$ cat src/mme_pkg.sv
// Shared types and constants for the matrix multiply engine.
// Used by the interfaces, the controller, the datapath and the top level.
package mme_pkg;

	localparam int OP_W      = 2;
	localparam int IDX_W     = 4;
	localparam int VAL_W     = 16;
	localparam int DIM_W     = 5;
	localparam int SUM_W     = 36;
	localparam int CALC_W    = 12;
	localparam logic [DIM_W-1:0] DIM_RESET = 5'd16;

	typedef enum logic [OP_W-1:0] {
		OP_WRITE_A = 2'd0,
		OP_WRITE_B = 2'd1,
		OP_READ    = 2'd2
	} op_t;

	typedef enum logic [1:0] {
		ST_IDLE  = 2'd0,
		ST_ISSUE = 2'd1,
		ST_DRAIN = 2'd2
	} state_t;

	typedef struct packed {
		logic start;
		logic we_a;
		logic we_b;
		logic issue;
		logic load_out;
		logic load_acc;
		logic out_is_product;
	} cmd_t;

	typedef struct packed {
		logic is_read;
		logic is_write_a;
		logic is_write_b;
		logic in_range;
		logic terms_zero;
		logic last;
		logic busy;
	} sts_t;

endpackage

$ cat src/mme_ctrl.sv
// Controller state machine of the matrix multiply engine.
// Depends on mme_pkg for state, command and status types.
module mme_ctrl (
	input  logic              clk,
	input  logic              arst_n,
	input  logic              req_valid,
	output logic              req_ready,
	output logic              rsp_valid,
	input  logic              rsp_ready,
	input  mme_pkg::sts_t     sts,
	output mme_pkg::cmd_t     cmd
);

	mme_pkg::state_t state_q;
	mme_pkg::state_t state_d;
	logic            out_valid_q;
	logic            slot_free;
	logic            fire;
	logic            run_read;

	assign slot_free = !out_valid_q || rsp_ready;
	assign req_ready = (state_q == mme_pkg::ST_IDLE) && slot_free;
	assign fire      = req_valid && req_ready;
	assign run_read  = sts.is_read && sts.in_range && !sts.terms_zero;
	assign rsp_valid = out_valid_q;

	always_comb begin
		state_d = state_q;
		case (state_q)
			mme_pkg::ST_IDLE: begin
				if (fire && run_read) begin
					state_d = mme_pkg::ST_ISSUE;
				end
			end
			mme_pkg::ST_ISSUE: begin
				if (sts.last) begin
					state_d = mme_pkg::ST_DRAIN;
				end
			end
			mme_pkg::ST_DRAIN: begin
				if (!sts.busy && slot_free) begin
					state_d = mme_pkg::ST_IDLE;
				end
			end
			default: begin
				state_d = mme_pkg::ST_IDLE;
			end
		endcase
	end

	always_comb begin
		cmd = '0;
		case (state_q)
			mme_pkg::ST_IDLE: begin
				cmd.we_a           = fire && sts.is_write_a && sts.in_range;
				cmd.we_b           = fire && sts.is_write_b && sts.in_range;
				cmd.start          = fire && run_read;
				cmd.load_out       = fire && !run_read;
				cmd.out_is_product = sts.is_read;
			end
			mme_pkg::ST_ISSUE: begin
				cmd.issue = 1'b1;
			end
			mme_pkg::ST_DRAIN: begin
				cmd.load_out       = !sts.busy && slot_free;
				cmd.load_acc       = 1'b1;
				cmd.out_is_product = 1'b1;
			end
			default: begin
				cmd = '0;
			end
		endcase
	end

	always_ff @(posedge clk or negedge arst_n) begin
		if (!arst_n) begin
			state_q     <= mme_pkg::ST_IDLE;
			out_valid_q <= 1'b0;
		end else begin
			state_q <= state_d;
			if (cmd.load_out) begin
				out_valid_q <= 1'b1;
			end else if (rsp_ready) begin
				out_valid_q <= 1'b0;
			end
		end
	end

endmodule

$ cat config.mk
export PLATFORM = sky130hd
export DESIGN_NAME = mme_ctrl
export DESIGN_NICKNAME = d
export VERILOG_FILES = /design/src/mme_pkg.sv /design/src/mme_ctrl.sv
export SDC_FILE = /design/constraint.sdc
export NUM_CORES = 1
export LEC_CHECK = 0
export ABC_AREA = 0
export ABC_CLOCK_PERIOD_IN_PS = 1500
export BUFFER_PORTS_ARGS = -buffer_cell sky130_fd_sc_hd__buf_4
export CAP_MARGIN = 30
export CORE_AREA = 8 8 45 47
export CTS_CLUSTER_DIAMETER = 50
export DETAILED_ROUTE_END_ITERATION = 10
export DIE_AREA = 0 0 53 55
export SLEW_MARGIN = 20
export SYNTH_ARGS = -nofsm -noshare
export SYNTH_HDL_FRONTEND = slang
export SYNTH_SLANG_ARGS = --single-unit
$ cat constraint.sdc
create_clock -name clk -period 1.5 [get_ports clk]
set_input_delay 0.225 -clock clk [delete_from_list [all_inputs] [get_ports clk]]
set_output_delay 0.225 -clock clk [all_outputs]
set_load 0.02 [all_outputs]
==> run_results.csv <==
group,metric,value,unit
logic_synthesis,synth_edf_count,0,
clock_tree,cts_tree,"built",
global_routing,grt_pass1_vias,303,
global_routing,track_usage,6.62,%
finish,layout.nets,66,
critical_path,startpoint,"state_q[0]",
timing,slew_viol_final,0,
clock_tree,clock_path_buffers,2,
floorplan,rows,14,
logic_synthesis,yosysMostFrequentCell,"nand2_1",
critical_path,path_max_fanout,3,
logic_synthesis,synth_cell_type_count,19,
detailed_routing,ant_nets,0,
timing,clock_skew,0.00114,ns
timing,rsz0062_at_grt,"true",
floorplan,initial_core_util,17.6,%
logic_synthesis,ys_seq_area_share,30.8,%
logic_synthesis,synth_fp_nets,39,
power,power_frac_seq,24.0,%
power,irDropWorstVdd,0.255,mV
finish,utilization,35.7,%
detailed_routing,vias,286,
placement,placement.io_buffers,19,
global_routing,antenna_found_initial,0,
logic_synthesis,synth_top_family_by_area,"simple AND/OR/NAND/NOR gates",
finish,layout-drive-gt1-share,61.1,%
timing,slew_headroom,84.4,%
floorplan,core_area,1380,um^2
clock_tree,clock_latency,0.23,ns
floorplan,die_y,55,um
critical_path,reg2regPathDepth,3,
detailed_routing,wl_per_cell,12.9,um
timing,hold_viol,0,
outcome,failed_checks,"negative setup slack",
clock_tree,numClockSinks,3,
detailed_routing,drc,0,
logic_synthesis,synth_compound_area_share,14.4,%
detailed_routing,wl,900,um
critical_path,cp.arrival,1.44,ns
global_routing,grt_max_degree,7,
timing,fin_ws,-0.162,ns
logic_synthesis,syn_avg_cell_area,8.71,um^2
logic_synthesis,synthTopCellsByCount,"nand2_1 (4), dfrtp_1 (3), nor2_1 (3)",
power,p_sw_share,32.6,%
global_routing,grt_pass1_wl,1280,um
logic_synthesis,synth_top_area_share,30.8,%
critical_path,crit_type,"register to primary output",
detailed_routing,viasPerCell,4.09,
timing,clock.fmax,0.602,GHz
power,power.internal,0.000283,W
power,p_switching,0.000137,W
power,p_total,0.000420,W
clock_tree,path_clk_slew,0.03,ns
hold_path,min_path_type,"input pin to register",
critical_path,endpoint,"cmd[6]",
detailed_routing,drt_iter0_markers,3,
logic_synthesis,synthAdderAreaFrac,0,%
critical_path,r2r_end,"state_q[0]",
timing,post-route-min-period,1.66,ns
power,power_leakage,0.241,nW
critical_path,ff2ff_setup_slack,0.14,ns
placement,place.gp.congestion,0.742,
logic_synthesis,synthArstFlopShare,100,%
flow_run,max-cap-violations,0,
power,power_frac_comb,42.8,%
floorplan,design.die.area,2920,um^2
finish,syn_to_final_growth,103,%
logic_synthesis,yosysTopAreaCell,"dfrtp_1",
floorplan,die_w,53,um
logic_synthesis,synthCells,28,
logic_synthesis,ys.flop_type,"dfrtp_1",
power,p_per_area,850,nW/um^2
outcome,outcome,"finished with violations",
clock_tree,cts_root_buf,"clkbuf_4",
power,p_clk_share,33.2,%
detailed_routing,first_pass_iters,2,
logic_synthesis,yosys.area_share.simple,45.6,%
global_routing,grt-ovfl-total,0,
clock_tree,cts_made_buffers,3,
critical_path,crit_required,1.27,ns
critical_path,timing.rr.start,"state_q[0]",
logic_synthesis,ys_top_cells_by_area,"dfrtp_1 (31%), nand2_1 (6.2%), o2bb2ai_2 (6.2%)",
timing,finalSetupViolCount,2,
finish,num_antenna_cells,0,
timing,min_period_over_period,111,%
logic_synthesis,muxShareOfSynthArea,0,%
logic_synthesis,synth_xor_area_share,0,%
critical_path,worstSetupStartpointType,"register",
critical_path,end_kind,"primary output",
placement,dp_hpwl,698,um
logic_synthesis,yosysWarningCount,0,
logic_synthesis,ys_ff_latch,3,
floorplan,io_pins,20,
logic_synthesis,synth_area,244,um^2
timing,worst_slew_pin_slew,0.233,ns
clock_tree,htreeDepth,1,
-- worst max-delay path: stages (launching register included) --
cell and delay (ns):
dfrtp_1 0.41, or4_4 0.57, nor2_4 0.10, buf_6 0.12
-- layout make-up --
cell class / instances / area [um^2]
fill: 143 / 890
sequential: 3 / 76.3
clock buffer: 4 / 26.3
timing repair buffer: 24 / 194
tap: 16 / 20.0
multi-input combinational: 22 / 174
inverter: 1 / 3.75
-- metrics by stage --
stage | hold WS, ns | setup WS [ns] | TNS (ns) | instance area (um^2) | cells
5_1_grt | 0.214 | -0.188 | -0.516 | 494 | 70
2_1_floorplan | -0.0706 | 0.0216 | 0 | 251 | 28
3_3_place_gp | 0.0155 | 0.0539 | 0 | 410 | 63
4_1_cts | 0.204 | -0.135 | -0.459 | 465 | 70
6_report | 0.213 | -0.162 | -0.283 | 494 | 70
3_5_place_dp | 0.0176 | 0.0327 | 0 | 410 | 63
-- cells in the final DEF, fill, tap and decap left out, types with 2 or more instances in the layout --
| master | Yosys | routed |
|---|---|---|
| dfrtp_1 | 3 | 2 |
| nor2_1 | 3 | 2 |
| buf_4 | 1 | 20 |
| and2_1 | 2 | 2 |
| clkbuf_4 | 0 | 3 |
| nand2_1 | 4 | 4 |
| buf_6 | 1 | 3 |
-- how the worst min path moves through the flow --
stage                 endpoint  slack, ns   start  depth (start not counted)
global placement     rsp_valid       0.02  arst_n                          1
CTS                 state_q[1]       0.20  sts[1]                          3
finish              state_q[1]       0.21  sts[1]                          3
global route        state_q[1]       0.21  sts[1]                          3
floorplan            rsp_valid      -0.07  arst_n                          0
detailed placement   rsp_valid       0.02  arst_n                          1
-- kinds of logic (layout without fill, tap and decap cells) --
group           count (synthesis)  in the layout
compound gates                  4              4
simple gates                   18             18
buf+inv                         3             29
flops                           3              3
-- power groups by stage --
stage                     Clock (W)  Combinational (W)  Sequential [W]
final                      0.000139           0.000180        0.000101
after global routing       0.000158           0.000194        0.000101
after CTS                  0.000148           0.000171       0.0000967
after detailed placement          0           0.000161       0.0000976
after global placement            0           0.000160       0.0000975
after floorplan                   0          0.0000850        0.000103
-- sequential cells by signal, indices dropped and copies added, names as in the netlist --
signal / cells
rsp_valid: 1
state_q: 2
-- routing by layer --
layer | track usage [%] | vias up | routed length (um)
met1 | 5.78 | 125 | 325
met4 | 9.05 | 0 | 0
met5 | 0 | - | 0
li1 | - | 148 | -
met2 | 8.59 | 13 | 480
met3 | 4.81 | 0 | 94
-- timing repair --
item | in CTS | in global routing
buffers inserted | 2 | 0
gates resized for setup | 1 | 6
setup endpoints to repair | 4 | 4
endpoints found under the hold margin | 3 | 0
pin swaps | 1 | 4
hold buffers | 1 | 0
Power figures use the tool's default switching activity.
